### src/sv/fxalu_pkg.sv
// fxalu_pkg: shared types, op codes and constants for the Q24.8 ALU.
// No dependencies.
package fxalu_pkg;

  localparam int unsigned FracBitsDefault = 8;
  // Divider width: holds 2*(|a| << FracBits) + |b| for FracBits up to 16, kept even.
  localparam int unsigned DivBits = 50;

  typedef enum logic [3:0] {
    OP_ADD = 4'd0, OP_SUB = 4'd1, OP_MUL = 4'd2, OP_DIV = 4'd3,
    OP_GT = 4'd4, OP_LT = 4'd5, OP_GE = 4'd6, OP_LE = 4'd7,
    OP_EQ = 4'd8, OP_NE = 4'd9, OP_MIN = 4'd10, OP_MAX = 4'd11,
    OP_INC = 4'd12, OP_DEC = 4'd13, OP_TO_INT = 4'd14
  } op_t;

  localparam logic [1:0] ERR_OK       = 2'd0;
  localparam logic [1:0] ERR_OVERFLOW = 2'd1;
  localparam logic [1:0] ERR_DIV_ZERO = 2'd2;

  typedef struct packed {
    logic [3:0]        func;
    logic signed [31:0] operand_a;
    logic signed [31:0] operand_b;
  } in_t;

  typedef struct packed {
    logic signed [31:0] result_value;
    logic               compare_true;
    logic [1:0]         error_code;
  } out_t;

  // Item travelling down the divider chain: early result plus division state.
  typedef struct packed {
    logic               valid;
    logic               is_div;
    logic               neg;
    out_t               early;
    logic [DivBits-1:0] rem;
    logic [DivBits-1:0] quo;
    logic [DivBits-1:0] den;
  } div_item_t;

endpackage

### src/sv/fxalu_front.sv
// fxalu_front: decode cell; computes every non-divide op and sets up division.
// Depends on fxalu_pkg.
module fxalu_front #(
  parameter int unsigned FracBits = fxalu_pkg::FracBitsDefault
) (
  input  logic                 clk,
  input  logic                 rst,
  input  logic                 advance,
  input  logic                 in_take,
  input  fxalu_pkg::in_t       din,
  output fxalu_pkg::div_item_t dout
);

  localparam int unsigned DivBits = fxalu_pkg::DivBits;
  localparam logic signed [33:0] WMax = 34'sd2147483647;
  localparam logic signed [33:0] WMin = -34'sd2147483648;

  logic signed [33:0] a_x, b_x, sum, dif, inc, dec;
  logic [31:0] mag_a, mag_b;
  logic [63:0] prod;
  logic [64:0] prod_r;
  logic [64:0] mulq;
  logic neg;
  fxalu_pkg::out_t early;
  fxalu_pkg::div_item_t item;

  function automatic fxalu_pkg::out_t sat(input logic signed [33:0] v);
    fxalu_pkg::out_t o;
    o = '0;
    if (v > WMax) begin
      o.result_value = 32'h7fffffff;
      o.error_code = fxalu_pkg::ERR_OVERFLOW;
    end else if (v < WMin) begin
      o.result_value = 32'h80000000;
      o.error_code = fxalu_pkg::ERR_OVERFLOW;
    end else begin
      o.result_value = v[31:0];
    end
    return o;
  endfunction

  always_comb begin
    a_x = 34'(din.operand_a);
    b_x = 34'(din.operand_b);
    sum = a_x + b_x;
    dif = a_x - b_x;
    inc = a_x + 34'sd1;
    dec = a_x - 34'sd1;
    mag_a = din.operand_a[31] ? 32'(-din.operand_a) : din.operand_a;
    mag_b = din.operand_b[31] ? 32'(-din.operand_b) : din.operand_b;
    neg = din.operand_a[31] ^ din.operand_b[31];
    prod = mag_a * mag_b;
    prod_r = {1'b0, prod} + ((65'd1 << FracBits) >> 1);
    mulq = prod_r >> FracBits;
    early = '0;
    case (fxalu_pkg::op_t'(din.func))
      fxalu_pkg::OP_ADD: early = sat(sum);
      fxalu_pkg::OP_SUB: early = sat(dif);
      fxalu_pkg::OP_MUL: begin
        if (!neg && mulq > 65'd2147483647) begin
          early.result_value = 32'h7fffffff;
          early.error_code = fxalu_pkg::ERR_OVERFLOW;
        end else if (neg && mulq > 65'd2147483648) begin
          early.result_value = 32'h80000000;
          early.error_code = fxalu_pkg::ERR_OVERFLOW;
        end else begin
          early.result_value = neg ? 32'(-mulq[31:0]) : mulq[31:0];
        end
      end
      fxalu_pkg::OP_DIV: begin
        if (din.operand_b == 32'sd0) early.error_code = fxalu_pkg::ERR_DIV_ZERO;
      end
      fxalu_pkg::OP_GT: early.compare_true = din.operand_a > din.operand_b;
      fxalu_pkg::OP_LT: early.compare_true = din.operand_a < din.operand_b;
      fxalu_pkg::OP_GE: early.compare_true = din.operand_a >= din.operand_b;
      fxalu_pkg::OP_LE: early.compare_true = din.operand_a <= din.operand_b;
      fxalu_pkg::OP_EQ: early.compare_true = din.operand_a == din.operand_b;
      fxalu_pkg::OP_NE: early.compare_true = din.operand_a != din.operand_b;
      fxalu_pkg::OP_MIN: early.result_value =
          (din.operand_a < din.operand_b) ? din.operand_a : din.operand_b;
      fxalu_pkg::OP_MAX: early.result_value =
          (din.operand_a > din.operand_b) ? din.operand_a : din.operand_b;
      fxalu_pkg::OP_INC: early = sat(inc);
      fxalu_pkg::OP_DEC: early = sat(dec);
      fxalu_pkg::OP_TO_INT: early.result_value = din.operand_a >>> FracBits;
      default: early = '0;
    endcase
    // Rounded quotient = floor((2*num + den) / (2*den)); dividend kept in quo.
    item.valid  = in_take;
    item.is_div = (din.func == fxalu_pkg::OP_DIV) && (din.operand_b != 32'sd0);
    item.neg    = neg;
    item.early  = early;
    item.rem    = '0;
    item.quo    = (DivBits'(mag_a) << (FracBits + 1)) + DivBits'(mag_b);
    item.den    = DivBits'({mag_b, 1'b0});
  end

  always_ff @(posedge clk) begin
    if (rst) begin
      dout.valid <= 1'b0;
    end else if (advance) begin
      dout.valid <= item.valid;
    end
    if (advance) begin
      dout.is_div <= item.is_div;
      dout.neg    <= item.neg;
      dout.early  <= item.early;
      dout.rem    <= item.rem;
      dout.quo    <= item.quo;
      dout.den    <= item.den;
    end
  end

endmodule

### config.mk
export PLATFORM = sky130hd
export DESIGN_NAME = fxalu_front
export DESIGN_NICKNAME = d
export VERILOG_FILES = /design/src/sv/fxalu_pkg.sv /design/src/sv/fxalu_front.sv
export SDC_FILE = /design/constraint.sdc
export NUM_CORES = 2
export LEC_CHECK = 0
export BUFFER_PORTS_ARGS = -buffer_cell sky130_fd_sc_hd__buf_2
export CAP_MARGIN = 20
export CORE_AREA = 2 2 467 353
export DETAILED_ROUTE_END_ITERATION = 6
export DIE_AREA = 0 0 469 355
export GPL_TIMING_DRIVEN = 0
export PLACE_DENSITY = 0.47
export SYNTH_ARGS = -nofsm -noshare
export SYNTH_HDL_FRONTEND = slang
export SYNTH_SLANG_ARGS = --single-unit
### constraint.sdc
create_clock -name clk -period 28 [get_ports clk]
set_input_delay 2.8 -clock clk [delete_from_list [all_inputs] [get_ports clk]]
set_output_delay 2.8 -clock clk [all_outputs]
set_load 0.02 [all_outputs]
# Word-level counts from Yosys, hierarchy flattened
# Cells that the tools add are included.
[totals] regBits=120 output_inout_bits=188 elab_cells=85
[op_classes] n_addsub=9 n_mul=1 n_lt_le_gt_ge=14 n_eq_ne=16 mux=29 n_bitwise=1 reduce_logical=7
[ops] operator="$mux 32" n=15
[ops] operator="$pmux 32 s8" n=1
[ops] operator="$gt 33x32->1 const B" n=4
[ops] operator="$lt 33x32->1 const B" n=4
[ops] operator="$neg 32->32" n=3
[ops] operator="$add 64x8->65 const B" n=1
[ops] operator="$mul 32x32->64" n=1
[ops] operator="$gt 57x31->1 const B" n=1
[ops] operator="$gt 57x32->1 const B" n=1
[ops] operator="$add 41x32->42" n=1
[ops] operator="$add 32x2->33 const B" n=1
[ops] operator="$add 32x32->33" n=1
[ops] operator="$sub 32x2->33 const B" n=1
[ops] operator="$sub 32x32->33" n=1
[ops] operator="$eq 32x32->1" n=1
[ops] operator="$ge 32x32->1" n=1
[ops] operator="$gt 32x32->1" n=1
[ops] operator="$le 32x32->1" n=1
[ops] operator="$logic_not 32->1" n=1
[ops] operator="$lt 32x32->1" n=1
[ops] operator="$ne 32x32->1" n=1
[ops] operator="$reduce_bool 32->1" n=1
[ops] operator="$eq 4x4->1 const B" n=7
[ops] operator="$eq 4x3->1 const B" n=4
[ops] operator="other kinds (10)" n=22

# Depth between registers and ports, before layout
[depth] word_depth=9 ltp_mapped=45 mapped_depth_nobuf=38

# Least setup slack after synthesis
# OpenSTA, ideal clock, no wires.
[synth_path] kind="in2reg" startpoint="input port din[32] in the netlist's numbering" endpoint="register dout[170] in the netlist's numbering, data pin" setup_time_ps=276 t_arrival_ps=13245 slack_ps=14478 stages=42 n_path_buf=7 path_cell_list="clkbuf_1 clkbuf_1 inv_1 clkbuf_1 ha_1 nand4_1 nor2b_1 nand2_1 o41ai_1 xnor2_1 clkbuf_1 buf_1 nand2_1 fa_1 inv_1 fa_1 fa_1 inv_1 (+6 left out) fa_1 inv_1 ha_1 clkbuf_1 nand4_1 or4_1 or2_2 nand2_1 mux2i_1 a2111oi_0 nand3_1 or4_1 and4bb_1 nand4_1 nor2_1 a31o_2 buf_2 o2111ai_1"
[synth_lines] item="from (decl)" line="fxalu_front.sv:10" source="input fxalu_pkg::in_t din,"
[synth_lines] item="to (decl)" line="fxalu_front.sv:11" source="output fxalu_pkg::div_item_t dout"

==> metrics.md <==
| Metric | Value |
|---|---|
| Outcome | finished with violations |
| Failing checks | DRC |
| Post-DP HPWL | between 200 and 250 mm |
| RSZ-0062 raised after global routing | false |
| Register Area | about 3100 um^2 |
| Die width | between 400 and 500 um |
| Largest net degree at the start of global routing | 53 |
| CTS clk-pin slew, worst paths | roughly 0.15 ns |
| DR DRC count | 14 |
| Vias per cell | ~5.3 |
| Syn Area/Cell | roughly 8 um^2 |
| Slowest Stage Delay on Critical Path | 0.95 ns |
| Largest registers | dout x103 |
| Min Tclk post-route | around 18 ns |
| Number of antenna violations at the first check in global routing | 19 |
| Area grow syn2layout | 11.0% |
| Hold bufs inserted after CTS | 0 |
| Max-cap violations | 0 |
| R2R cell count | 2 |
| Crit path required time | between 20 and 30 ns |
| Nets | 7594 |
| Ys async rst share | 0 |
| Remaining Overflow, GRT | 0 |
| Largest Register | dout |
| IO Count | 260 |
| Final GP Congestion | between 0.9 and 1 |
| Placed inst area | between 50000 and 60000 um^2 |
| Register area share after synthesis | 0.0638 |
| Final Max Tran Viols | 0 |
| Synth Instances | approximately 5900 |
| Post-synth EDFFs | a little over 100 |
| Design area | roughly 54000 um^2 |
| Final hold violations | 0 |
| Crit path max-delay cell type | clkinv_1 |
| Final setup fails | 0 |
| Drt pass-1 iters | 7 |
| CTS H-Tree Depth | 3 |
| Die H | approximately 360 um |
| Total GRT Usage | 0.282 |
| Layout cells sized above 1 | 0.0745 |
| Worst-Margin Slew | about 1.3 ns |
| Setup TNS | 0 ns |
| Root Driver | clkbuf_16 |
| Netlist cell types | slightly above 100 |
| CTS tree | done |
| YS warnings | 0 |
| Number of buffers created by CTS | 9 |
| First-pass GRT wire length | 330 mm |
| Max Fanout on Critical Path | 10 |
| Post-CTS setup buffer count | 0 |
| Vias | between 40000 and 50000 |
| Max FFs per register | ~100 |
| Syn Std Cell Area | ~48000 um^2 |
| Commonest cells in the netlist | inv_1 (1110), fa_1 (901), nand2_1 (710) |
| Routed Antenna Nets | 0 |
| Yosys reg bits | about 100 |
| # resized after CTS | 0 |
| WL final | around 240 mm |
| Leading area contributor after synthesis | fa_1 |
| Critical Path Source Type | input pin |
| Top_reg_cell synth | edfxtp_1 |
| Clock Skews | 0 ns |
| Top-area cell type share of the netlist area | 0.373 |
| Largest cells by area after synthesis | fa_1 (37%), ha_1 (10%), inv_1 (8.6%) |
| Vias in the first global route | 43200 |
| Most frequent cell after synthesis | inv_1 |
| Row cnt | approximately 130 |
| CP endpoint kind | register |
| Clk_lat worst skew | around 0.47 ns |
| Slew margin rel. | 0.136 |
| Multi-input gate area | ~40000 um^2 |
| Hold Crit Class | register to register |
| Clk sink count | a little over 100 |
| FMAX | ~55 MHz |
| Port bufs | approximately 180 |
| Fillers | around 17000 |
| Worst Path Arrival | ~18 ns |
| DR iter-0 viols | 5462 |
| Core ar. | 162000 um^2 |
| Initial Util | 0.299 |
| Tcrit/Tclk final | 0.644 |
| Die area | 166000 um^2 |
| CP Class | input pin to register |
| CTS max path bufs | 2 |
| Wire per inst | roughly 28 um |
| Hold Path Cell Cnt | 2 |
| Most used cell, CP | fa_1 |
==> per-layer routing <==
layer | vias to the layer above | wire [um] | GRT usage
met5 | - | 23 | 0
met4 | 4 | 5520 | 0.0643
met3 | 222 | 27400 | 0.0876
met2 | 2336 | 92600 | 0.376
met1 | 23100 | 111000 | 0.434
li1 | 19100 | - | -
==> per-stage QoR <==
stage | hold WS (ns) | std cells | worst slack, ns | utilization
floorplan | 0.579 | 5967 | 14.48 | -
global placement | 0.473 | 8293 | 7.96 | 0.323
detailed placement | 0.487 | 8350 | 9.99 | 0.328
CTS | 0.514 | 8366 | 10.47 | 0.330
global route | 0.536 | 8385 | 9.82 | 0.331
finish | 0.506 | 8395 | 9.96 | 0.331
==> critical path: cells and delay by family <==
family | cells | cell delay, ns
compound gates | 4 | 2.16
xor+xnor | 2 | 1.45
fa+ha+maj | 10 | 4.61
buf+inv | 12 | 3.57
simple gates | 10 | 3.72
==> final timing paths <==
| kind | from | end | slack (ns) |
|---|---|---|---|
| setup / recovery | din[32] | dout[154]$_DFFE_PP_ | 9.96 |
| setup reg to reg | dout[187]$_SDFFE_PP0P_ | dout[187]$_SDFFE_PP0P_ | 27.42 |
| hold / removal | dout[187]$_SDFFE_PP0P_ | dout[187]$_SDFFE_PP0P_ | 0.51 |
| hold reg to reg | dout[187]$_SDFFE_PP0P_ | dout[187]$_SDFFE_PP0P_ | 0.51 |
==> cells in the final DEF, fill, tap and decap left out, types with 26 or more instances in the layout <==
cell,instances
a21o_1,37
a21oi_1,197
and2_1,26
and3_1,28
buf_1,32
buf_2,203
buf_4,112
clkbuf_1,257
conb_1,77
edfxtp_1,102
fa_1,901
ha_1,386
inv_1,1110
mux2i_1,47
nand2_1,710
nand2b_1,39
nand3_1,90
nand4_1,67
nor2_1,705
nor3_1,66
nor4_1,26
o21ai_0,139
o21bai_1,35
o221ai_1,27
o31ai_1,29
or3_1,33
xnor2_1,158
xor2_1,66
==> final cells by class <==
class                           count  share of cell area
Timing Repair Buffer              257              0.0328
Tap cell                         2145              0.0501
Clock inverter                      7             0.00184
Inverter                         1135              0.0795
Clock buffer                        9             0.00420
Antenna cell                       10            0.000467
Multi-Input combinational cell   4334               0.739
Sequential cell                   103              0.0575
Buffer                            395              0.0344
==> cells by family (layout without fill, tap and decap cells) <==
kind of cell | count (synthesis) | count (layout) | synth area share
muxes | 57 | 57 | 0.0121
other | 1 | 87 | 0.0000776
adders and majority gates | 1287 | 1287 | 0.473
xor gates and xnor gates | 248 | 248 | 0.0451
buffers and inverters | 1530 | 1803 | 0.126
AOI/OAI and AO/OA | 765 | 765 | 0.107
DFF | 103 | 103 | 0.0638
and+or+nand+nor | 1900 | 1900 | 0.172
Power is not shown: default switching activity piles up to over one toggle a cycle in this logic, so the estimate is an artifact.
