### src/sv/fxalu_pkg.sv
// fxalu_pkg: shared types, op codes and constants for the Q24.8 ALU.
// No dependencies.
package fxalu_pkg;

  localparam int unsigned FracBitsDefault = 8;
  // Divider width: holds 2*(|a| << FracBits) + |b| for FracBits up to 16, kept even.
  localparam int unsigned DivBits = 50;

  typedef enum logic [3:0] {
    OP_ADD = 4'd0, OP_SUB = 4'd1, OP_MUL = 4'd2, OP_DIV = 4'd3,
    OP_GT = 4'd4, OP_LT = 4'd5, OP_GE = 4'd6, OP_LE = 4'd7,
    OP_EQ = 4'd8, OP_NE = 4'd9, OP_MIN = 4'd10, OP_MAX = 4'd11,
    OP_INC = 4'd12, OP_DEC = 4'd13, OP_TO_INT = 4'd14
  } op_t;

  localparam logic [1:0] ERR_OK       = 2'd0;
  localparam logic [1:0] ERR_OVERFLOW = 2'd1;
  localparam logic [1:0] ERR_DIV_ZERO = 2'd2;

  typedef struct packed {
    logic [3:0]        func;
    logic signed [31:0] operand_a;
    logic signed [31:0] operand_b;
  } in_t;

  typedef struct packed {
    logic signed [31:0] result_value;
    logic               compare_true;
    logic [1:0]         error_code;
  } out_t;

  // Item travelling down the divider chain: early result plus division state.
  typedef struct packed {
    logic               valid;
    logic               is_div;
    logic               neg;
    out_t               early;
    logic [DivBits-1:0] rem;
    logic [DivBits-1:0] quo;
    logic [DivBits-1:0] den;
  } div_item_t;

endpackage

### src/sv/fxalu_div_cell.sv
// fxalu_div_cell: one cell of the restoring divider chain, STEP quotient bits.
// Depends on fxalu_pkg.
module fxalu_div_cell #(
  parameter int unsigned Step = 2
) (
  input  logic                  clk,
  input  logic                  rst,
  input  logic                  advance,
  input  fxalu_pkg::div_item_t  din,
  output fxalu_pkg::div_item_t  dout
);

  fxalu_pkg::div_item_t work;

  always_comb begin
    logic [fxalu_pkg::DivBits:0] trial;
    work = din;
    for (int i = 0; i < int'(Step); i++) begin
      trial = {work.rem, work.quo[fxalu_pkg::DivBits-1]};
      work.quo = {work.quo[fxalu_pkg::DivBits-2:0], 1'b0};
      if (trial >= {1'b0, work.den}) begin
        trial = trial - {1'b0, work.den};
        work.quo[0] = 1'b1;
      end
      work.rem = trial[fxalu_pkg::DivBits-1:0];
    end
  end

  always_ff @(posedge clk) begin
    if (rst) begin
      dout.valid <= 1'b0;
    end else if (advance) begin
      dout.valid <= din.valid;
    end
    if (advance) begin
      dout.is_div <= work.is_div;
      dout.neg    <= work.neg;
      dout.early  <= work.early;
      dout.rem    <= work.rem;
      dout.quo    <= work.quo;
      dout.den    <= work.den;
    end
  end

endmodule

### config.mk
export PLATFORM = sky130hd
export DESIGN_NAME = fxalu_div_cell
export DESIGN_NICKNAME = d
export VERILOG_FILES = /design/src/sv/fxalu_pkg.sv /design/src/sv/fxalu_div_cell.sv
export SDC_FILE = /design/constraint.sdc
export NUM_CORES = 1
export LEC_CHECK = 0
export BUFFER_PORTS_ARGS = -buffer_cell sky130_fd_sc_hd__clkbuf_2
export CORE_ASPECT_RATIO = 1.2
export CORE_MARGIN = 2
export CORE_UTILIZATION = 30
export CTS_CLUSTER_DIAMETER = 60
export DETAILED_ROUTE_END_ITERATION = 16
export GPL_TIMING_DRIVEN = 0
export PLACE_DENSITY = 0.52
export SLEW_MARGIN = 20
export SYNTH_ARGS = -nofsm -noshare
export SYNTH_HDL_FRONTEND = slang
export SYNTH_SLANG_ARGS = --single-unit
export TNS_END_PERCENT = 30
### constraint.sdc
create_clock -name clk -period 7.3 [get_ports clk]
set_input_delay 0.73 -clock clk [delete_from_list [all_inputs] [get_ports clk]]
set_output_delay 0.73 -clock clk [all_outputs]
set_load 0.01 [all_outputs]
; Word level (Yosys, flattened, before mapping)
; Index checks and enable logic that the tools add are counted.
[totals]
in_bits = 191
register_bits = 188
out_inout_bits = 188
[op_classes]
add_sub_neg = 2
mux = 4
n_lt_le_gt_ge = 2
[op_table]
columns = operator, count
row1 = greater-or-equal comparator 51 x 50 -> 1 bit, 2
row2 = 2-to-1 mux 50 bit, 2
row3 = subtractor 50 bit, 2
row4 = 2-to-1 mux 1 bit, 2

; Depth between registers and ports, before layout
; Gate-level depths: netlist of the first run.
[depth]
depth_word = 4
depth_mapped = 30
depth_no_buf = 26

; Worst setup path after synthesis of the first run
; Ideal clock, no wire load.
[synth_timing]
kind = input to register
start = input din[6] in the netlist's numbering
end = register dout[130] in the netlist's numbering, data pin
stages = 26
required_ns = 7.039
setup_slack_ns = 0.946
setup_ns = 0.261
t_arrival_ns = 6.093
path_buffers = 3
path_cell_list = inv_1 -> ha_1 -> and4_1 -> nand3_1 -> a211oi_2 -> o2111ai_1 -> nand2_1 -> a21oi_2 -> o31a_4 -> o211ai_4 -> clkbuf_1 -> mux2_2 -> ha_1 -> a21o_1 -> a31o_1 -> a221o_1 -> a21oi_2 -> o21ai_1 -> a31o_1 -> a31oi_2 -> o21ai_1 -> a211oi_4 -> inv_2 -> buf_6 -> buf_6 -> a221o_1
[synth_lines]
columns = element, line_no
row1 = start: declaration, fxalu_div_cell.sv:9  ; input fxalu_pkg::div_item_t din,
row2 = end: declaration, fxalu_div_cell.sv:10  ; output fxalu_pkg::div_item_t dout

==> results of run 1 <==
cell families after synthesis:
logic type / after synthesis
fa+ha+maj: 102
buf+inv: 112
compound gates: 358
flops: 188
mux: 73
simple gates: 258
xor+xnor: 92
cell usage after synthesis (5+ instances only):
cell	n
sky130_fd_sc_hd__a21boi_0	5
sky130_fd_sc_hd__o21bai_1	15
sky130_fd_sc_hd__and4_1	5
sky130_fd_sc_hd__mux2_2	64
sky130_fd_sc_hd__buf_2	9
sky130_fd_sc_hd__nand3_1	22
sky130_fd_sc_hd__nand4_1	21
sky130_fd_sc_hd__o211ai_1	7
sky130_fd_sc_hd__clkbuf_1	26
sky130_fd_sc_hd__xor2_1	30
sky130_fd_sc_hd__a21oi_1	129
sky130_fd_sc_hd__and3_1	16
sky130_fd_sc_hd__o21ai_0	55
sky130_fd_sc_hd__nor2_1	69
sky130_fd_sc_hd__a31oi_1	16
sky130_fd_sc_hd__inv_1	72
sky130_fd_sc_hd__a211oi_1	7
sky130_fd_sc_hd__nand2b_1	9
sky130_fd_sc_hd__o21a_1	11
sky130_fd_sc_hd__and2_1	9
sky130_fd_sc_hd__a21o_1	56
sky130_fd_sc_hd__xnor2_1	62
sky130_fd_sc_hd__nor2b_1	6
sky130_fd_sc_hd__ha_1	100
sky130_fd_sc_hd__a221o_1	6
sky130_fd_sc_hd__nand2_1	77
sky130_fd_sc_hd__o21ai_1	7
sky130_fd_sc_hd__mux2_1	5
sky130_fd_sc_hd__edfxtp_1	187
sky130_fd_sc_hd__nor3_1	11
repair_timing:
| item | CTS | global route |
|---|---|---|
| resized for setup | 11 | 10 |
| hold buffers | 0 | 0 |
| setup endpoints to repair | 49 | 49 |
| pin swaps | 1 | 0 |
| setup buffers | 1 | 0 |
power by group:
group	leakage, uW	internal, uW	switching (uW)	total (uW)
logic	0.00498	730	975	1710
registers	0.00184	1410	42.6	1450
clock network	0.000285	459	474	933
metrics by stage:
step                      total power, uW  setup WS (ns)
after floorplan                      2590          0.946
after CTS                            4130        0.00767
final                                4090          0.308
after global routing                 4350         0.0180
after global placement               3160          -1.20
after detailed placement             3160          -1.20
critical path, cell delays in order:
cell and delay [ns]:
sky130_fd_sc_hd__clkbuf_2 0.09, sky130_fd_sc_hd__inv_1 0.07, sky130_fd_sc_hd__ha_1 0.38, sky130_fd_sc_hd__and4_1 0.24, sky130_fd_sc_hd__nand3_1 0.17, sky130_fd_sc_hd__a211oi_4 0.28, sky130_fd_sc_hd__o2111ai_1 0.20, sky130_fd_sc_hd__nand2_1 0.24
sky130_fd_sc_hd__a21oi_2 0.11, sky130_fd_sc_hd__o31a_4 0.32, sky130_fd_sc_hd__o211ai_4 0.29, sky130_fd_sc_hd__buf_4 0.33, sky130_fd_sc_hd__mux2_2 0.39, sky130_fd_sc_hd__ha_1 0.33, sky130_fd_sc_hd__nor2b_1 0.16, sky130_fd_sc_hd__o31a_1 0.28
sky130_fd_sc_hd__o31a_1 0.27, sky130_fd_sc_hd__o31a_1 0.36, sky130_fd_sc_hd__a2111oi_4 0.42, sky130_fd_sc_hd__o311ai_1 0.29, sky130_fd_sc_hd__nand4_1 0.28, sky130_fd_sc_hd__nand4_1 0.22, sky130_fd_sc_hd__a31oi_1 0.34, sky130_fd_sc_hd__xnor2_1 0.10
sky130_fd_sc_hd__mux2_1 0.30
worst max path at each step:
stage | start | to | slack [ns] | depth (start not counted)
finish | din[6] | dout[146] | 0.31 | 25
global route | din[6] | dout[130] | 0.02 | 27
CTS | din[6] | dout[130] | 0.008 | 27
detailed placement | din[6] | dout[130] | -1.20 | 30
global placement | din[6] | dout[130] | -1.20 | 30
floorplan | din[6] | dout[130] | 0.95 | 26
per-layer routing:
metal,up-vias,part of all wire,track usage
met5,-,0.00032,0
met4,2,0.024,0.0649
met3,46,0.068,0.0462
met2,363,0.50,0.328
met1,5069,0.41,0.214
li1,5248,-,-
area by class of cell:
class	instances	share of cell area
antenna	4	0.000631
buffer	39	0.0122
clock buffer	18	0.0271
clock inverter	14	0.00923
inverter	73	0.0173
multi-input combinational	883	0.411
sequential	188	0.355
tap	546	0.0431
timing repair buffer	381	0.124
==> implementation parameters, run 1 <==
Parameter                              Value

Finish
  Biggest registers after layout    dout x188
  Layout fillers    4,242
  Layout area overhead    26.3%
  Flip-flop count of the largest register, all copies and words added    188
  Post-route standard cell area excluding fillers    15,900 um2
  Final design utilization    0.382
  Fraction of layout cells with a size suffix above 1    0.321
  Combined area of the multi-input logic cells    6520 um2
  Most common cell after layout, fill and taps aside    sky130_fd_sc_hd__clkbuf_2
  Register with the most flip-flops    dout
  Cell Count, Final, Fillers Out    2,146
  Sequential cell area    5640 um2
  Most frequent cells in the layout    sky130_fd_sc_hd__clkbuf_2 (380), sky130_fd_sc_hd__edfxtp_1 (187), sky130_fd_sc_hd__a21oi_1 (129)
  Net total in the final layout    1,876

Die
  Chip Height    228 um
  Die Footprint    43,500 um2
  Std-Cell Core Area    41,600 um2
  Initial core utilization    0.302
  Overall die width    191 um
  Number of core rows    82
  I/O pin cnt    379

STA
  Upper clock frequency limit    0.143 GHz
  Final critical-path share of the clock period    0.958
  RSZ-0062 raised after global routing    false
  Number of failing setup endpoints in the final timing report    0
  Slew Limit Headroom    0.443
  Final critical path time including I/O delays and setup    6.99 ns
  Final Hold Fails    0
  Final TNS setup    0 ns
  Worst hold slack    0.414 ns
  Worst setup skew after layout    0 ns
  Fin. max-slew vios    0
  Worst Max-Slew Pin Slew    0.823 ns

Logic synthesis
  Post-synth EDFFs    187
  Compound-gate portion of the synthesized area    0.184
  Synth Register Bits    188
  Post-synthesis sequential area ratio    0.449
  Share of flip-flops with an asynchronous set or reset after synthesis    0
  Post-synthesis share of cell area spent on full adders, half adders and majority gates    0.103
  Summed instance area of the synthesized netlist    12,500 um2
  Proportion of synthesized area in mux cells    0.0655
  Area fraction of the dominant cell type after synthesis    0.448
  Cells taking the most area after synthesis    sky130_fd_sc_hd__edfxtp_1 (45%), sky130_fd_sc_hd__ha_1 (10%), sky130_fd_sc_hd__mux2_2 (5.7%), sky130_fd_sc_hd__a21oi_1 (5.1%), sky130_fd_sc_hd__xnor2_1 (4.3%)
  Post-synthesis xor/xnor area fraction    0.0642
  Most area-hungry cell type in the Yosys netlist    sky130_fd_sc_hd__edfxtp_1
  Total number of yosys warnings    0
  Main combinational cell family by area after synthesis    compound AO/OA/AOI/OAI gates
  Number of distinct standard cells referenced by the synthesized netlist    72
  Net count after synthesis    1,476
  Main flop type after synthesis    sky130_fd_sc_hd__edfxtp_1
  Post-synthesis area per instance    10.6 um2
  Post-synthesis share of cell area spent on and, or, nand and nor gates    0.0984
  Mapped Cells    1,183

Placed design
  Post-placement cell count    2,109
  RePlAce Congestion    0.895
  Placed standard-cell area    15,200 um2
  Total of buffers placed on input and output ports    378
  Half-perimeter wire length after placement    33,600 um

Global routing
  Gr usage total    0.185
  Number of antenna violations at the first check in global routing    6
  Wire length of the first global-routing pass    60,400 um
  Vias in the first global route    10,564
  Total congestion overflow    0
  Maximum number of pins on one net before global-route repair    96

Clock tree
  Clock insertion delay at the later pin of the skew report    0.46 ns
  CTS tree    built
  Clock Root Buffer    sky130_fd_sc_hd__clkbuf_16
  Clock edge transition at the registers on the reported setup and hold paths    0.07 ns
  Clock sink count    188
  H-tree levels    4
  Number of buffers on the longest clock path    2
  Total clock buffers created by CTS    17

Critical path
  Worst reg-to-reg setup slack    6.71 ns
  Arrival time of the worst setup path    7.21 ns
  CP startpoint kind    primary input
  Required time of the worst setup path    7.51 ns
  CP Capture Type    register
  Largest driver fanout on the critical path    10
  R2R cell count    2
  Worst reg2reg startpoint    dout[187]
  Crit Reg-Reg Endpoint    dout[187]
  CP Class    primary input to register

Power and ir drop
  Power density over the cells    258 nW/um2
  Worst IR drop on VDD    0.178 mV
  Total leakage power    0.00711 uW

Detailed routing
  Via-per-instance ratio    5.00
  Routed length per instance    19.1 um
  Residual DRC    0
  Drt first pass iters    6
  Final antenna-violating net count    0
  Final WL    41,000 um
  DRC marker count from the first detailed-route iteration    509
  Via count    10,728

Min path
  Type of the worst min-delay path    primary input to register
  Start point of the worst hold path    rst
  Hold EP    dout[187]
  Worst hold stages    2

Outcome
  Run status    finished, final reports clean

Run
  Maxcap violations    0
Note: power is estimated with default switching activity, not from simulation.
==> run 2: changes to the inputs <==
--- a/config.mk
+++ b/config.mk
@@ -5,6 +5,7 @@
 export SDC_FILE = /design/constraint.sdc
 export NUM_CORES = 1
 export LEC_CHECK = 0
+export ABC_AREA = 1
 export BUFFER_PORTS_ARGS = -buffer_cell sky130_fd_sc_hd__clkbuf_2
 export CORE_ASPECT_RATIO = 1.2
 export CORE_MARGIN = 2
@@ -12,7 +13,7 @@
 export CTS_CLUSTER_DIAMETER = 60
 export DETAILED_ROUTE_END_ITERATION = 16
 export GPL_TIMING_DRIVEN = 0
-export PLACE_DENSITY = 0.52
+export PLACE_DENSITY = 0.51
 export SLEW_MARGIN = 20
 export SYNTH_ARGS = -nofsm -noshare
 export SYNTH_HDL_FRONTEND = slang
==> implementation parameters, run 2 <==
Parameter                              Value

Finish
  Cell Count, Final, Fillers Out    3,280 (+53%)
  Net total in the final layout    2,914 (+55%)
  Layout fillers    5,547 (+31%)
  Most frequent cells in the layout    sky130_fd_sc_hd__nand2_1 (755), sky130_fd_sc_hd__inv_1 (411), sky130_fd_sc_hd__clkbuf_2 (377)
  Most common cell after layout, fill and taps aside    sky130_fd_sc_hd__nand2_1
  Combined area of the multi-input logic cells    8000 um2 (+23%)
  Final design utilization    0.371 (-0.0101)
  Flip-flop count of the largest register, all copies and words added    188 (unchanged)
  Fraction of layout cells with a size suffix above 1    0.176 (-0.145)
  Sequential cell area    5640 um2 (unchanged)
  Register with the most flip-flops    dout
  Layout area overhead    22.0%
  Biggest registers after layout    dout x188

STA
  Final Hold Fails    0 (unchanged)
  Final critical-path share of the clock period    0.808 (-0.150)
  Final critical path time including I/O delays and setup    5.90 ns (-1.10 ns)
  Worst Max-Slew Pin Slew    0.773 ns (-0.0492 ns)
  Upper clock frequency limit    0.170 GHz (+19%)
  RSZ-0062 raised after global routing    false
  Fin. max-slew vios    0 (unchanged)
  Setup WS post-layout    1.40 ns (+1.10 ns)
  Slew Limit Headroom    0.479 (+0.0361)
  Final TNS setup    0 ns (unchanged)
  Worst setup skew after layout    0 ns (unchanged)
  Number of failing setup endpoints in the final timing report    0 (unchanged)

Global routing
  Total congestion overflow    0 (unchanged)
  Vias in the first global route    15,432 (+46%)
  Number of antenna violations at the first check in global routing    2 (-4)
  Wire length of the first global-routing pass    91,100 um (+51%)
  Gr usage total    0.234 (+0.0493)
  Maximum number of pins on one net before global-route repair    67 (-30%)

Power and ir drop
  Switching share of total power    0.415 (+0.0500)
  Worst IR drop on VDD    0.155 mV (-13%)
  PnR Total Power    4280 uW (+4.6%)
  Power density over the cells    228 nW/um2 (-12%)
  Internal power contribution    2500 uW (-3.7%)
  Flop pwr share    0.336 (-0.019)
  Part of the total power dissipated in the clock network    0.222 (-0.006)
  Net switching power    1770 uW (+19%)
  Total leakage power    0.00993 uW (+40%)
  Proportion of power drawn by combinational gates    0.442 (+0.025)

Placed design
  RePlAce Congestion    0.995 (+11%)
  Minimum setup slack after placement    1.03 ns (+2.23 ns)
  Total of buffers placed on input and output ports    378 (unchanged)
  Half-perimeter wire length after placement    55,700 um (+65%)
  Post-placement cell count    3,246 (+54%)

Critical path
  R2R cell count    2 (unchanged)
  CP Class    primary input to register
  Worst reg2reg startpoint    dout[187]
  Crit path max-delay family    simple AND/OR/NAND/NOR gates
  Most common cell on crit path    sky130_fd_sc_hd__nand2_1
  CP startpoint kind    primary input
  Crit Reg-Reg Endpoint    dout[187]
  Sum of buffers and inverters on the critical path    8 (+5)
  Slowest cell on crit path    sky130_fd_sc_hd__nor2_2
  Arrival time of the worst setup path    6.20 ns (-1.01 ns)
  CP Capture Type    register
  Required time of the worst setup path    7.61 ns (+0.10 ns)
  Worst reg-to-reg setup slack    6.72 ns (about the same)
  Setup crit start    din[2]
  Peak per-stage delay on the critical path    0.49 ns (+0.07 ns)
  Largest driver fanout on the critical path    10 (unchanged)

Detailed routing
  DRC marker count from the first detailed-route iteration    950 (+87%)
  Routed length per instance    19.4 um (+1.7%)
  Via-per-instance ratio    4.78 (-4.4%)
  Final antenna-violating net count    0 (unchanged)
  Via count    15,675 (+46%)
  Drt first pass iters    5 (-1)
  Residual DRC    0 (unchanged)
  Final WL    63,700 um (+55%)

Logic synthesis
  Summed instance area of the synthesized netlist    15,400 um2 (+22%)
  Area fraction of the dominant cell type after synthesis    0.366 (-0.0820)
  Post-synth EDFFs    187 (unchanged)
  Main flop type after synthesis    sky130_fd_sc_hd__edfxtp_1
  Mapped Cells    2,222 (+88%)
  Top-count cell post-synth    sky130_fd_sc_hd__nand2_1
  Share of flip-flops with an asynchronous set or reset after synthesis    0 (unchanged)
  Net count after synthesis    2,515 (+70%)
  Post-synthesis area per instance    6.91 um2 (-35%)
  Most numerous cell types in the synthesized netlist    sky130_fd_sc_hd__nand2_1 (755), sky130_fd_sc_hd__inv_1 (411), sky130_fd_sc_hd__nor2_1 (220), sky130_fd_sc_hd__edfxtp_1 (187), sky130_fd_sc_hd__nand3_1 (150)
  Total number of yosys warnings    0 (unchanged)
  Most area-hungry cell type in the Yosys netlist    sky130_fd_sc_hd__edfxtp_1
  Post-synthesis sequential area ratio    0.367 (-0.0823)
  Synth Register Bits    188 (unchanged)
  Number of distinct standard cells referenced by the synthesized netlist    38 (-47%)
  Cells taking the most area after synthesis    sky130_fd_sc_hd__edfxtp_1 (37%), sky130_fd_sc_hd__nand2_1 (18%), sky130_fd_sc_hd__inv_1 (10%), sky130_fd_sc_hd__ha_1 (8.1%), sky130_fd_sc_hd__nor2_1 (5.4%)

Clock tree
  Clock edge transition at the registers on the reported setup and hold paths    0.08 ns (about the same)
  Clock Root Buffer    sky130_fd_sc_hd__clkbuf_16
  Post-CTS Setup Repair Bufs    0 (-1)
  CTS tree    built
  Clock insertion delay at the later pin of the skew report    0.43 ns (-0.03 ns)
  Hold buffer count at cts    0 (unchanged)
  H-tree levels    4 (unchanged)
  Number of gates resized after cts    0 (-11)
  Clock sink count    188 (unchanged)
  Number of buffers on the longest clock path    2 (unchanged)
  Total clock buffers created by CTS    17 (unchanged)

Min path
  Type of the worst min-delay path    primary input to register
  Hold EP    dout[187]
  Start point of the worst hold path    rst
  Worst hold stages    2 (unchanged)

Die
  Overall die width    211 um (+10%)
  Chip Height    252 um (+10%)
  Die Footprint    53,000 um2 (+22%)
  I/O pin cnt    379 (unchanged)
  Std-Cell Core Area    50,400 um2 (+21%)
  Number of core rows    90 (+9.8%)
  Initial core utilization    0.305 (+0.00256)

Run
  Maxcap violations    0 (unchanged)

Outcome
  Run status    finished, final reports clean
## run 2: cell types whose count changed after synthesis, moves of 32 or more
| cell | before | now |
|---|---|---|
| sky130_fd_sc_hd__xnor2_1 | 62 | 30 |
| sky130_fd_sc_hd__a21o_1 | 56 | 11 |
| sky130_fd_sc_hd__nand2_1 | 77 | 755 |
| sky130_fd_sc_hd__mux2_2 | 64 | 0 |
| sky130_fd_sc_hd__nand3_1 | 22 | 150 |
| sky130_fd_sc_hd__inv_1 | 72 | 411 |
| sky130_fd_sc_hd__nor2_1 | 69 | 220 |
## run 2: cells by family (layout without fill, tap and decap cells)
group / after synthesis / in the layout / synth area share
multiplexers: 1 / 1 / 0.000652
buffers and inverters: 448 / 860 / 0.112
flip-flops: 188 / 188 / 0.367
AND/OR/NAND/NOR: 1234 / 1234 / 0.333
XOR/XNOR: 65 / 65 / 0.0371
other: 0 / 2 / 0
adder cells (fa/ha/maj): 102 / 102 / 0.0841
AO/OA/AOI/OAI: 184 / 184 / 0.0665
## run 2: worst register-to-register path, delay by kind of cell (launching register included)
kind / cells / cell delay [ns]
DFF: 1 / 0.31
muxes: 1 / 0.12
and+or+nand+nor: 1 / 0.05
## run 2: metrics by stage
| step | instance area [um2] | hold slack (ns) |
|---|---|---|
| finish | 18700 | 0.448 |
| CTS | 18700 | 0.418 |
| detailed placement | 18100 | 0.496 |
| global route | 18700 | 0.429 |
| floorplan | 15400 | 0.528 |
| global placement | 18100 | 0.487 |
## run 2: how the worst max path moves through the flow
stage / to / slack (ns) / depth (start not counted)
2_1_floorplan: dout[130] / 2.97 / 30
3_3_place_gp: dout[147] / 1.02 / 28
3_5_place_dp: dout[147] / 1.03 / 32
4_1_cts: dout[114] / 1.50 / 32
5_1_grt: dout[114] / 1.12 / 32
6_report: dout[147] / 1.40 / 31
## run 2: power by group through the flow
stage	logic, uW	clock network, uW	registers [uW]
after floorplan	1070	0	1550
after global placement	1870	0	1470
after detailed placement	1880	0	1460
after CTS	1880	986	1440
after global routing	2090	1020	1450
final	1890	950	1440
## run 2: cell type report
class | instances | share of cell area
clock inverter | 14 | 0.00968
multi-input combinational | 1586 | 0.427
sequential | 188 | 0.301
inverter | 416 | 0.0833
tap | 644 | 0.0430
timing repair buffer | 380 | 0.104
clock buffer | 18 | 0.0229
buffer | 32 | 0.00868
antenna | 2 | 0.000267
## run 2: metal layers
layer | track usage | wire length [um] | vias up
met2 | 0.415 | 30800 | 510
met5 | 0 | 0 | -
li1 | - | - | 7866
met3 | 0.0264 | 3350 | 111
met4 | 0.125 | 3420 | 0
met1 | 0.276 | 26100 | 7188
